--- src/rtl/core/rmss_pkg.sv ---
// Shared types, codes and reset values of the motion safety supervisor.
`default_nettype none

package rmss_pkg;

	localparam int VEL_WIDTH_DEF = 16;
	localparam int LIMIT_W       = 15;
	localparam int TH2_W         = 2 * LIMIT_W;
	localparam int CMD_W         = 3;
	localparam int HEALTH_W      = 8;
	localparam int CFG_IDX_W     = 2;
	localparam int CFG_DATA_W    = LIMIT_W;

	localparam logic [LIMIT_W-1:0] LIMIT_NORMAL_RST  = 15'd4096;
	localparam logic [LIMIT_W-1:0] LIMIT_DEGRADED_RST = 15'd1229;
	localparam logic [LIMIT_W-1:0] THRESHOLD_RST     = 15'd205;
	localparam logic [TH2_W-1:0]   THRESHOLD_SQ_RST  = 30'd42025;

	typedef enum logic [1:0] {
		MODE_NORMAL    = 2'd0,
		MODE_DEGRADED  = 2'd1,
		MODE_PSTOP     = 2'd2,
		MODE_EMERGENCY = 2'd3
	} mode_t;

	typedef enum logic [CMD_W-1:0] {
		CMD_VELOCITY = 3'd0,
		CMD_HEALTH   = 3'd1,
		CMD_ODOMETRY = 3'd2,
		CMD_ESTOP    = 3'd3,
		CMD_RESET    = 3'd4
	} cmd_t;

	localparam logic [HEALTH_W-1:0] HC_STARTUP  = 8'd0;
	localparam logic [HEALTH_W-1:0] HC_EMERG    = 8'd1;
	localparam logic [HEALTH_W-1:0] HC_PSTOP    = 8'd2;
	localparam logic [HEALTH_W-1:0] HC_DEGRADED = 8'd3;
	localparam logic [HEALTH_W-1:0] HC_OK       = 8'd4;
	localparam logic [HEALTH_W-1:0] HC_RECONF   = 8'd5;

	localparam logic [CFG_IDX_W-1:0] REG_LIMIT_NORMAL   = 2'd0;
	localparam logic [CFG_IDX_W-1:0] REG_LIMIT_DEGRADED = 2'd1;
	localparam logic [CFG_IDX_W-1:0] REG_THRESHOLD      = 2'd2;
	localparam logic [CFG_IDX_W-1:0] REG_ENABLE         = 2'd3;

	typedef struct packed {
		mode_t mode;
		logic  latched;
		logic  contactor;
	} sup_state_t;

	typedef struct packed {
		logic [LIMIT_W-1:0] limit_normal;
		logic [LIMIT_W-1:0] limit_degraded;
		logic [TH2_W-1:0]   threshold_sq;
		logic               enabled;
	} sup_cfg_t;

	typedef struct packed {
		logic       motor_valid;
		logic       contactors_closed;
		logic       report_valid;
		logic [1:0] reported_mode;
		logic       reset_ok;
	} res_flags_t;

endpackage

`default_nettype wire

--- src/rtl/core/rmss_evt_if.sv ---
// Event channel: one supervisor event per beat.
`default_nettype none

interface rmss_evt_if #(parameter int VEL_WIDTH = 16) ();
	logic                        valid;
	logic                        ready;
	logic [2:0]                  command;
	logic signed [VEL_WIDTH-1:0] cmd_vx;
	logic signed [VEL_WIDTH-1:0] cmd_vy;
	logic signed [VEL_WIDTH-1:0] cmd_wz;
	logic [7:0]                  health_code;
	logic signed [VEL_WIDTH-1:0] odom_vx;
	logic signed [VEL_WIDTH-1:0] odom_vy;

	modport source (output valid, command, cmd_vx, cmd_vy, cmd_wz, health_code,
		odom_vx, odom_vy, input ready);
	modport sink (input valid, command, cmd_vx, cmd_vy, cmd_wz, health_code,
		odom_vx, odom_vy, output ready);
endinterface

`default_nettype wire

--- src/rtl/core/rmss_res_if.sv ---
// Result channel: one supervisor result per beat.
`default_nettype none

interface rmss_res_if #(parameter int VEL_WIDTH = 16) ();
	logic                        valid;
	logic                        ready;
	logic                        motor_valid;
	logic signed [VEL_WIDTH-1:0] motor_vx;
	logic signed [VEL_WIDTH-1:0] motor_vy;
	logic signed [VEL_WIDTH-1:0] motor_wz;
	logic                        contactors_closed;
	logic                        report_valid;
	logic [1:0]                  reported_mode;
	logic                        reset_ok;

	modport source (output valid, motor_valid, motor_vx, motor_vy, motor_wz,
		contactors_closed, report_valid, reported_mode, reset_ok, input ready);
	modport sink (input valid, motor_valid, motor_vx, motor_vy, motor_wz,
		contactors_closed, report_valid, reported_mode, reset_ok, output ready);
endinterface

`default_nettype wire

--- src/rtl/core/rmss_step.sv ---
// Event decode: next supervisor state and result fields for one event.
`default_nettype none

module rmss_step import rmss_pkg::*; #(
	parameter int VEL_WIDTH = VEL_WIDTH_DEF
) (
	input  logic [CMD_W-1:0]          command,
	input  logic [HEALTH_W-1:0]       health_code,
	input  logic signed [VEL_WIDTH-1:0] cmd_vx,
	input  logic signed [VEL_WIDTH-1:0] cmd_vy,
	input  logic signed [VEL_WIDTH-1:0] cmd_wz,
	input  logic [2*VEL_WIDTH-1:0]    sq_x,
	input  logic [2*VEL_WIDTH-1:0]    sq_y,
	input  sup_state_t                st,
	input  sup_cfg_t                  cfg,
	output sup_state_t                st_nxt,
	output res_flags_t                flags,
	output logic signed [VEL_WIDTH-1:0] motor_vx,
	output logic signed [VEL_WIDTH-1:0] motor_vy,
	output logic signed [VEL_WIDTH-1:0] motor_wz
);

	localparam int EXT_W = ((VEL_WIDTH > LIMIT_W) ? VEL_WIDTH : LIMIT_W) + 1;
	localparam int SQS_W = 2 * VEL_WIDTH + 1;
	localparam int CMP_W = (SQS_W > TH2_W) ? SQS_W : TH2_W;

	// Limit never exceeds the velocity range when it clips, so truncation is exact.
	function automatic logic signed [VEL_WIDTH-1:0] clamp(
		input logic signed [VEL_WIDTH-1:0] v,
		input logic [LIMIT_W-1:0] lim
	);
		logic signed [EXT_W-1:0] ve;
		logic signed [EXT_W-1:0] le;
		ve = EXT_W'(v);
		le = signed'(EXT_W'(lim));
		if (ve > le)
			return VEL_WIDTH'(le);
		else if (ve < -le)
			return VEL_WIDTH'(-le);
		else
			return v;
	endfunction

	logic [SQS_W-1:0]   speed_sq;
	logic               too_fast;
	logic [LIMIT_W-1:0] lim;
	logic               free_run;

	assign speed_sq = {1'b0, sq_x} + {1'b0, sq_y};
	assign too_fast = CMP_W'(speed_sq) > CMP_W'(cfg.threshold_sq);
	assign lim      = (st.mode == MODE_DEGRADED) ? cfg.limit_degraded : cfg.limit_normal;
	assign free_run = !st.latched && st.mode != MODE_PSTOP && st.mode != MODE_EMERGENCY;

	always_comb begin
		st_nxt            = st;
		flags             = '0;
		motor_vx          = '0;
		motor_vy          = '0;
		motor_wz          = '0;
		case (command)
			CMD_VELOCITY: begin
				if (cfg.enabled) begin
					flags.motor_valid = 1'b1;
					if (free_run) begin
						motor_vx = clamp(cmd_vx, lim);
						motor_vy = clamp(cmd_vy, lim);
						motor_wz = clamp(cmd_wz, lim);
					end
				end
			end
			CMD_HEALTH: begin
				if (cfg.enabled) begin
					case (health_code)
						HC_STARTUP: begin
							st_nxt.mode       = MODE_PSTOP;
							st_nxt.contactor  = 1'b0;
							flags.motor_valid = 1'b1;
						end
						HC_EMERG: begin
							st_nxt.mode       = MODE_EMERGENCY;
							st_nxt.latched    = 1'b1;
							st_nxt.contactor  = 1'b0;
							flags.motor_valid = 1'b1;
						end
						HC_PSTOP: begin
							st_nxt.mode       = MODE_PSTOP;
							flags.motor_valid = 1'b1;
							if (!st.latched)
								st_nxt.contactor = 1'b1;
						end
						HC_DEGRADED: begin
							st_nxt.mode = MODE_DEGRADED;
							if (!st.latched)
								st_nxt.contactor = 1'b1;
						end
						HC_OK: begin
							if (!st.latched) begin
								st_nxt.mode      = MODE_NORMAL;
								st_nxt.contactor = 1'b1;
							end
						end
						HC_RECONF: begin
							st_nxt.mode       = MODE_DEGRADED;
							flags.motor_valid = 1'b1;
							if (!st.latched)
								st_nxt.contactor = 1'b1;
						end
						default: begin
							st_nxt.contactor = 1'b0;
						end
					endcase
				end
			end
			CMD_ODOMETRY: begin
				if (cfg.enabled && st.mode == MODE_PSTOP && too_fast) begin
					st_nxt.mode        = MODE_EMERGENCY;
					st_nxt.latched     = 1'b1;
					st_nxt.contactor   = 1'b0;
					flags.report_valid = 1'b1;
				end
			end
			CMD_ESTOP: begin
				if (cfg.enabled) begin
					st_nxt.mode        = MODE_EMERGENCY;
					st_nxt.latched     = 1'b1;
					st_nxt.contactor   = 1'b0;
					flags.motor_valid  = 1'b1;
					flags.report_valid = 1'b1;
				end
			end
			CMD_RESET: begin
				// acted on even with processing disabled
				if (st.mode == MODE_EMERGENCY || st.latched) begin
					st_nxt.mode        = MODE_NORMAL;
					st_nxt.latched     = 1'b0;
					st_nxt.contactor   = 1'b1;
					flags.report_valid = 1'b1;
					flags.reset_ok     = 1'b1;
				end
			end
			default: begin
			end
		endcase
		flags.contactors_closed = st_nxt.contactor;
		if (flags.report_valid)
			flags.reported_mode = (st_nxt.latched || st_nxt.mode == MODE_EMERGENCY) ?
				MODE_EMERGENCY : st_nxt.mode;
	end

endmodule

`default_nettype wire

--- src/rtl/core/robot_motion_safety_supervisor_top.sv ---
// Top level of the robot motion safety supervisor.
`default_nettype none

// Motion safety supervisor. Each event beat on evt (velocity command, health
// code, odometry, e-stop or latch reset) yields exactly one result beat on res.
// The block holds the supervision mode, the e-stop latch and the contactor drive;
// events act on them strictly in arrival order. Throughput is one event per
// clock while res.ready stays high. Each accepted event is held in the event
// register with its squared odometry axes; the decode logic then updates the
// state and loads the result register. The result register frees the input
// side, so one more event is taken while a finished result waits on res.ready;
// after that evt.ready drops until res drains. No clearing pass after reset.
// Configuration (limits in Q3.12, moving threshold, enable) is written through
// cfg_we/cfg_idx/cfg_data while the block is idle, a rule for the user that the
// block itself does not enforce; the squared threshold is registered from it.
module robot_motion_safety_supervisor_top import rmss_pkg::*; #(
	parameter int VEL_WIDTH = VEL_WIDTH_DEF
) (
	input  logic                  clk,
	input  logic                  arst_n,
	rmss_evt_if.sink              evt,
	rmss_res_if.source            res,
	input  logic                  cfg_we,
	input  logic [CFG_IDX_W-1:0]  cfg_idx,
	input  logic [CFG_DATA_W-1:0] cfg_data
);

	// configuration registers
	logic [LIMIT_W-1:0] limit_normal_q;
	logic [LIMIT_W-1:0] limit_degraded_q;
	logic [LIMIT_W-1:0] threshold_q;
	logic [TH2_W-1:0]   threshold_sq_q;
	logic               enabled_q;
	sup_cfg_t           cfg;

	always_ff @(posedge clk or negedge arst_n) begin
		if (!arst_n) begin
			limit_normal_q   <= LIMIT_NORMAL_RST;
			limit_degraded_q <= LIMIT_DEGRADED_RST;
			threshold_q      <= THRESHOLD_RST;
			threshold_sq_q   <= THRESHOLD_SQ_RST;
			enabled_q        <= 1'b0;
		end else begin
			threshold_sq_q <= TH2_W'(threshold_q) * TH2_W'(threshold_q);
			if (cfg_we) begin
				case (cfg_idx)
					REG_LIMIT_NORMAL:   limit_normal_q   <= cfg_data;
					REG_LIMIT_DEGRADED: limit_degraded_q <= cfg_data;
					REG_THRESHOLD:      threshold_q      <= cfg_data;
					REG_ENABLE:         enabled_q        <= cfg_data[0];
					default: begin
					end
				endcase
			end
		end
	end

	assign cfg.limit_normal   = limit_normal_q;
	assign cfg.limit_degraded = limit_degraded_q;
	assign cfg.threshold_sq   = threshold_sq_q;
	assign cfg.enabled        = enabled_q;

	// stage 1: event register, odometry squared on the way in
	logic                         s1_valid_s1;
	logic [CMD_W-1:0]             command_s1;
	logic [HEALTH_W-1:0]          health_code_s1;
	logic signed [VEL_WIDTH-1:0]  cmd_vx_s1;
	logic signed [VEL_WIDTH-1:0]  cmd_vy_s1;
	logic signed [VEL_WIDTH-1:0]  cmd_wz_s1;
	logic [2*VEL_WIDTH-1:0]       sq_x_s1;
	logic [2*VEL_WIDTH-1:0]       sq_y_s1;

	logic s1_adv;
	logic evt_take;

	// s1 moves on when the result register is empty or being drained
	assign s1_adv    = s1_valid_s1 && (!res.valid || res.ready);
	assign evt.ready = !s1_valid_s1 || s1_adv;
	assign evt_take  = evt.valid && evt.ready;

	always_ff @(posedge clk or negedge arst_n) begin
		if (!arst_n)
			s1_valid_s1 <= 1'b0;
		else if (evt.ready)
			s1_valid_s1 <= evt.valid;
	end

	always_ff @(posedge clk) begin
		if (evt_take) begin
			command_s1     <= evt.command;
			health_code_s1 <= evt.health_code;
			cmd_vx_s1      <= evt.cmd_vx;
			cmd_vy_s1      <= evt.cmd_vy;
			cmd_wz_s1      <= evt.cmd_wz;
			sq_x_s1        <= (2*VEL_WIDTH)'(evt.odom_vx) * (2*VEL_WIDTH)'(evt.odom_vx);
			sq_y_s1        <= (2*VEL_WIDTH)'(evt.odom_vy) * (2*VEL_WIDTH)'(evt.odom_vy);
		end
	end

	// supervisor state, updated as each event leaves stage 1
	sup_state_t                  st_q;
	sup_state_t                  st_nxt;
	res_flags_t                  flags;
	logic signed [VEL_WIDTH-1:0] motor_vx;
	logic signed [VEL_WIDTH-1:0] motor_vy;
	logic signed [VEL_WIDTH-1:0] motor_wz;

	rmss_step #(.VEL_WIDTH(VEL_WIDTH)) u_step (
		.command     (command_s1),
		.health_code (health_code_s1),
		.cmd_vx      (cmd_vx_s1),
		.cmd_vy      (cmd_vy_s1),
		.cmd_wz      (cmd_wz_s1),
		.sq_x        (sq_x_s1),
		.sq_y        (sq_y_s1),
		.st          (st_q),
		.cfg         (cfg),
		.st_nxt      (st_nxt),
		.flags       (flags),
		.motor_vx    (motor_vx),
		.motor_vy    (motor_vy),
		.motor_wz    (motor_wz)
	);

	always_ff @(posedge clk or negedge arst_n) begin
		if (!arst_n) begin
			st_q.mode      <= MODE_NORMAL;
			st_q.latched   <= 1'b0;
			st_q.contactor <= 1'b0;
		end else if (s1_adv) begin
			st_q <= st_nxt;
		end
	end

	// result register
	logic                        res_valid_q;
	res_flags_t                  flags_q;
	logic signed [VEL_WIDTH-1:0] motor_vx_q;
	logic signed [VEL_WIDTH-1:0] motor_vy_q;
	logic signed [VEL_WIDTH-1:0] motor_wz_q;

	always_ff @(posedge clk or negedge arst_n) begin
		if (!arst_n)
			res_valid_q <= 1'b0;
		else if (s1_adv)
			res_valid_q <= 1'b1;
		else if (res.ready)
			res_valid_q <= 1'b0;
	end

	always_ff @(posedge clk) begin
		if (s1_adv) begin
			flags_q    <= flags;
			motor_vx_q <= motor_vx;
			motor_vy_q <= motor_vy;
			motor_wz_q <= motor_wz;
		end
	end

	assign res.valid             = res_valid_q;
	assign res.motor_valid       = flags_q.motor_valid;
	assign res.motor_vx          = motor_vx_q;
	assign res.motor_vy          = motor_vy_q;
	assign res.motor_wz          = motor_wz_q;
	assign res.contactors_closed = flags_q.contactors_closed;
	assign res.report_valid      = flags_q.report_valid;
	assign res.reported_mode     = flags_q.reported_mode;
	assign res.reset_ok          = flags_q.reset_ok;

	// contactors only close once the latch is clear
	a_close_unlatched: assert property (@(posedge clk) disable iff (!arst_n)
		$rose(st_q.contactor) |-> !st_q.latched)
		else $error("contactor closed while e-stop latched");

	// a report is either an escalation or an accepted latch reset
	a_report_kind: assert property (@(posedge clk) disable iff (!arst_n)
		res_valid_q && flags_q.report_valid |->
			flags_q.reported_mode == MODE_EMERGENCY ||
			(flags_q.reset_ok && flags_q.reported_mode == MODE_NORMAL))
		else $error("unexpected report mode");

	a_reset_reports: assert property (@(posedge clk) disable iff (!arst_n)
		res_valid_q && flags_q.reset_ok |-> flags_q.report_valid && flags_q.contactors_closed)
		else $error("accepted reset without report or closed contactors");

	a_idle_motor_zero: assert property (@(posedge clk) disable iff (!arst_n)
		res_valid_q && !flags_q.motor_valid |->
			motor_vx_q == '0 && motor_vy_q == '0 && motor_wz_q == '0)
		else $error("motor command without motor_valid");

endmodule

`default_nettype wire

--- src/flat_wrapper.sv ---
// flat-port wrapper written by rule: the top's interface ports become plain ports
module robot_motion_safety_supervisor_top_flat import rmss_pkg::*;
#(
	parameter int VEL_WIDTH = VEL_WIDTH_DEF
)
  (clk, arst_n, cfg_we, cfg_idx, cfg_data, evt_valid, evt_command, evt_cmd_vx, evt_cmd_vy, evt_cmd_wz, evt_health_code, evt_odom_vx, evt_odom_vy, evt_ready, res_valid, res_motor_valid, res_motor_vx, res_motor_vy, res_motor_wz, res_contactors_closed, res_report_valid, res_reported_mode, res_reset_ok, res_ready);
  rmss_evt_if #(.VEL_WIDTH(VEL_WIDTH)) evt_i ();
  rmss_res_if #(.VEL_WIDTH(VEL_WIDTH)) res_i ();
  input  logic clk;
  input  logic arst_n;
  input  logic cfg_we;
  input  logic [CFG_IDX_W-1:0] cfg_idx;
  input  logic [CFG_DATA_W-1:0] cfg_data;
  input wire logic [$bits(evt_i.valid)-1:0] evt_valid;
  input wire logic [$bits(evt_i.command)-1:0] evt_command;
  input wire logic [$bits(evt_i.cmd_vx)-1:0] evt_cmd_vx;
  input wire logic [$bits(evt_i.cmd_vy)-1:0] evt_cmd_vy;
  input wire logic [$bits(evt_i.cmd_wz)-1:0] evt_cmd_wz;
  input wire logic [$bits(evt_i.health_code)-1:0] evt_health_code;
  input wire logic [$bits(evt_i.odom_vx)-1:0] evt_odom_vx;
  input wire logic [$bits(evt_i.odom_vy)-1:0] evt_odom_vy;
  output wire logic [$bits(evt_i.ready)-1:0] evt_ready;
  output wire logic [$bits(res_i.valid)-1:0] res_valid;
  output wire logic [$bits(res_i.motor_valid)-1:0] res_motor_valid;
  output wire logic [$bits(res_i.motor_vx)-1:0] res_motor_vx;
  output wire logic [$bits(res_i.motor_vy)-1:0] res_motor_vy;
  output wire logic [$bits(res_i.motor_wz)-1:0] res_motor_wz;
  output wire logic [$bits(res_i.contactors_closed)-1:0] res_contactors_closed;
  output wire logic [$bits(res_i.report_valid)-1:0] res_report_valid;
  output wire logic [$bits(res_i.reported_mode)-1:0] res_reported_mode;
  output wire logic [$bits(res_i.reset_ok)-1:0] res_reset_ok;
  input wire logic [$bits(res_i.ready)-1:0] res_ready;
  assign evt_i.valid = evt_valid;
  assign evt_i.command = evt_command;
  assign evt_i.cmd_vx = evt_cmd_vx;
  assign evt_i.cmd_vy = evt_cmd_vy;
  assign evt_i.cmd_wz = evt_cmd_wz;
  assign evt_i.health_code = evt_health_code;
  assign evt_i.odom_vx = evt_odom_vx;
  assign evt_i.odom_vy = evt_odom_vy;
  assign evt_ready = evt_i.ready;
  assign res_valid = res_i.valid;
  assign res_motor_valid = res_i.motor_valid;
  assign res_motor_vx = res_i.motor_vx;
  assign res_motor_vy = res_i.motor_vy;
  assign res_motor_wz = res_i.motor_wz;
  assign res_contactors_closed = res_i.contactors_closed;
  assign res_report_valid = res_i.report_valid;
  assign res_reported_mode = res_i.reported_mode;
  assign res_reset_ok = res_i.reset_ok;
  assign res_i.ready = res_ready;
  robot_motion_safety_supervisor_top #(.VEL_WIDTH(VEL_WIDTH)) u_core (.clk(clk), .arst_n(arst_n), .evt(evt_i), .res(res_i), .cfg_we(cfg_we), .cfg_idx(cfg_idx), .cfg_data(cfg_data));
endmodule
--- config.mk ---
export PLATFORM = sky130hd
export DESIGN_NAME = robot_motion_safety_supervisor_top_flat
export DESIGN_NICKNAME = d
export VERILOG_FILES = /design/src/rtl/core/rmss_pkg.sv /design/src/rtl/core/rmss_evt_if.sv /design/src/rtl/core/rmss_res_if.sv /design/src/rtl/core/rmss_step.sv /design/src/rtl/core/robot_motion_safety_supervisor_top.sv /design/src/flat_wrapper.sv
export SDC_FILE = /design/constraint.sdc
export NUM_CORES = 2
export LEC_CHECK = 0
export BUFFER_PORTS_ARGS = -buffer_cell sky130_fd_sc_hd__buf_4
export CORE_UTILIZATION = 50
export CTS_CLUSTER_SIZE = 25
export DETAILED_ROUTE_END_ITERATION = 8
export GPL_TIMING_DRIVEN = 0
export PLACE_DENSITY = 0.66
export SLEW_MARGIN = 10
export SYNTH_ARGS = -nofsm -noshare
export SYNTH_HDL_FRONTEND = slang
export SYNTH_HIERARCHICAL = 1
export SYNTH_SLANG_ARGS = --single-unit
--- constraint.sdc ---
create_clock -name clk -period 7.28 [get_ports clk]
set_clock_uncertainty 0.05 [all_clocks]
set_input_delay 0.364 -clock clk [delete_from_list [all_inputs] [get_ports clk]]
set_output_delay 0.364 -clock clk [all_outputs]
set_load 0.02 [all_outputs]
==> flow_summary.toml <==
[yosys]
synth_top_family_by_area = "adder cells"
synth_top_flop_cell = "edfxtp_1"
synth-warning-count = 6
synth_top_cell_by_area = "fa_1"
synth.distinct_cells = 93
post_synth_instance_area_sq_um = 38600
synth_enable_flop_cells = 175
synth.top_cell.area_share_pct = 31.3
basic_gate_share_of_the_synthesized_area_counting_and_or_nand_and_nor_cells_pct = 11.1
async_flop_share_pct = 31.6
post_synth_xor_area_fraction_pct = 3.56
synth-seq-area-share_pct = 18.9
synth.area.mux_share_pct = 2.58
ys_top_cells_by_area = "fa_1 31%, ha_1 14%, edfxtp_1 14%"
synth_compound_area_share_pct = 9.06
syn-mean-instance-area_sq_um = 9.85
yosys_register_bits = 256
post_synthesis_cells = 3923
synth_adder_area_share_pct = 45.0

[global_routing]
grt_start_max_net_pins = 82
grt.overflow.total = 0
grt.total_usage_pct = 25.0
grt_first_pass_wirelength_mm = 154
antenna_found_initial = 4
grt_pass1_vias = 29600

[setup_path]
data_arrival_time_at_the_worst_slack_endpoint_ps = 7140
reg2reg_launch_point = "u_core/st_q[2]"
worst_r2r_endpoint = "u_core/res.motor_wz[11]"
worstRegToRegCells = 21
setup.reg_to_reg.worst_slack_ps = 350
timing.critical_path.depth = 25
path_buf_inv = 9
family_of_cells_with_the_greatest_summed_delay_on_the_critical_path = "adder cells"
setup.worst_path.start_class = "input port"
crit_path_max_incr_delay_ps = 580
timing.setup.critical_path_class = "input port to register"
most_common_cell_type_on_the_critical_path = "fa_1"
crit_path_start = "evt_odom_vy[0]"
endpoint = "u_core/sq_y_s1[31]"
crit_required_ps = 7470
critical_path_slowest_stage_cell = "fa_1"
max_fo_critical_path = 10
setup.worst_path.end_class = "register"

[detailed_routing]
totalWireLength_mm = 94.6
detail-route-antenna-nets = 0
detailedRoute.firstIterationViolations = 1979
first_pass_iters = 6
drc_violation_count_after_routing = 0
post_drt_via_cell_ratio = 5.36
routedWlPerCell_microns = 18.0
detailroute.via_count = 28200

[floorplan]
floorplan.initialDensity_pct = 50.7
count_of_boundary_i_o_pins = 169
die_x_microns = 280
placeableCoreArea_sq_um = 76200
fp-row-count = 101
area_of_the_die_sq_um = 78400
die_h_microns = 280

[timing]
timing.final.hold_violations = 0
slew_violations = 0
fin_crit_ps = 6950
timing.fmax_ghz = 0.144
timing.setup.tns_ps = 0
grt_setup_unrepaired = "no"
minimum_setup_slack_in_the_final_design_ps = 330
max_slew.worst_pin.slew_ps = 1070
maxSlewHeadroom_pct = 26.5
timing.final.crit_share_pct = 95.5
final_number_of_setup_violating_endpoints = 0

[finish]
layout-drive-gt1-share_pct = 7.90
final-instance-count-excl-fill = 5258
area_growth_syn_to_layout_pct = 11.3
fin_nets = 5344
final_instance_area_sq_um = 43000
fillerInstances = 6859

[placement]
placed_cells_incl_taps = 5126
io_buffer_count = 166
place.detailed.hpwl_mm = 78.4
preCtsSetupSlack_ps = -163
gp_weighted_congestion = 0.959
post_dp_cell_area_sq_um = 41300

[outcome]
run_status = "complete, no violations"

[clock_network]
cts-htree-levels = 1
tritoncts_num_sinks = 256
cts.root.buffer_cell = "clkbuf_16"
insertion_delay_ps = 590
tritoncts.num_buffers = 28
tritoncts = "yes"
cts_buffer_depth = 3
clk_pin_slew_worst_paths_ps = 60

[flow_run]
drv.max_cap_violation_count = 0

[hold_path]
hold_path_class = "input port to register"
==> layout by cell type, fill, tap and decap left out, types with 10 or more instances in the layout <==
| cell | n |
|---|---|
| inv_1 | 894 |
| fa_1 | 604 |
| ha_1 | 423 |
| nand2_1 | 287 |
| edfxtp_1 | 175 |
| buf_4 | 168 |
| a21oi_1 | 142 |
| nor2_1 | 140 |
| and2_1 | 130 |
| xnor2_1 | 115 |
| clkbuf_1 | 105 |
| dlygate4sd3_1 | 79 |
| o21ai_0 | 79 |
| a21o_1 | 68 |
| dfrtp_1 | 63 |
| nand3_1 | 62 |
| mux2_2 | 59 |
| xor2_1 | 42 |
| nand4_1 | 38 |
| nor2b_1 | 37 |
| nand2b_1 | 34 |
| mux2i_1 | 33 |
| nor3_1 | 32 |
| clkbuf_16 | 28 |
| o21a_1 | 26 |
| a31oi_1 | 26 |
| and3_1 | 25 |
| o22ai_1 | 24 |
| a211oi_1 | 18 |
| dfstp_2 | 18 |
| o211ai_1 | 17 |
| o21bai_1 | 15 |
| a31o_2 | 11 |
| a211o_1 | 11 |
| or2_2 | 10 |
| nor4_1 | 10 |
==> registers in the layout, indices dropped and copies added, names as in the netlist, 2 cells and up <==
name / flops
u_core/health_code_s1: 8
u_core/sq_x_s1: 31
u_core/threshold_q: 15
u_core/res.motor_vx: 16
u_core/limit_degraded_q: 15
u_core/sq_y_s1: 31
u_core/res.reported_mode: 2
u_core/res.motor_vy: 16
u_core/st_q: 4
u_core/threshold_sq_q: 29
u_core/limit_normal_q: 15
u_core/cmd_wz_s1: 16
u_core/command_s1: 3
u_core/cmd_vx_s1: 16
u_core/cmd_vy_s1: 16
u_core/res.motor_wz: 16
==> cell families after synthesis <==
kind of cell | after synthesis
adders and majority gates | 1027
buffers and inverters | 1005
and+or+nand+nor | 858
AOI/OAI and AO/OA | 527
DFF | 256
xor gates and xnor gates | 157
muxes | 92
other | 1
==> worst min-delay path, stage by stage <==
cell	delay, ps
buf_4	120
nand3_1	120
mux2_2	170
==> layer usage <==
layer | vias up | global-route usage [%] | wire, microns
li1 | 13200 | - | -
met2 | 776 | 42.9 | 46400
met4 | 0 | 6.57 | 2470
met3 | 127 | 2.51 | 5100
met5 | - | 0 | 0
met1 | 14100 | 33.9 | 40700
==> cells in the mapped netlist, types with 15 or more instances <==
master	count
o22ai_1	24
and2_1	131
xor2_1	42
nor2b_1	37
fa_1	604
dfrtp_1	63
nor2_1	140
a31oi_1	26
inv_1	895
o21a_1	26
clkbuf_1	102
edfxtp_1	175
and3_1	25
mux2_2	59
nand4_1	38
mux2i_1	33
nor3_1	32
nand2_1	287
o21ai_0	79
nand2b_1	34
nand3_1	62
a21o_1	68
a21oi_1	142
dfstp_2	18
xnor2_1	115
o211ai_1	17
o21bai_1	15
a211oi_1	18
ha_1	423
==> final cells by class <==
class | instances | area (sq um) | area share [%]
buffer | 108 | 423 | 0.983
multi-input combinational | 2666 | 27600 | 64.1
timing repair buffer | 248 | 2110 | 4.91
tap | 1030 | 1290 | 3.00
clock inverter | 19 | 223 | 0.518
antenna | 2 | 5.00 | 0.0116
sequential | 256 | 7300 | 17.0
inverter | 896 | 3360 | 7.82
clock buffer | 33 | 729 | 1.70
==> how the worst min path moves through the flow <==
stage	startpoint	endpoint	depth (start not counted)
6_report	cfg_idx[0]	u_core/enabled_q	3
5_1_grt	cfg_idx[0]	u_core/enabled_q	3
4_1_cts	cfg_idx[0]	u_core/enabled_q	3
3_5_place_dp	u_core/threshold_q[0]	u_core/threshold_sq_q[0]	0
3_3_place_gp	u_core/threshold_q[0]	u_core/threshold_sq_q[0]	0
2_1_floorplan	arst_n	u_core/enabled_q	0
==> through the flow <==
step / util (%) / hold WS (ps)
after global routing: 56.4 / 170
after global placement: 54.0 / 407
after CTS: 56.4 / 119
after detailed placement: 54.1 / 407
final: 56.4 / 169
after floorplan: - / 18.4
==> timing repair <==
action | in CTS | in global routing
resized for setup | 0 | 1
buffers inserted | 0 | 0
hold buffers | 79 | 0
endpoints found under the setup margin | 0 | 4
hold endpoints to repair | 172 | 0
Power is not shown: default switching activity piles up to over one toggle a cycle in this logic, so the estimate is an artifact.
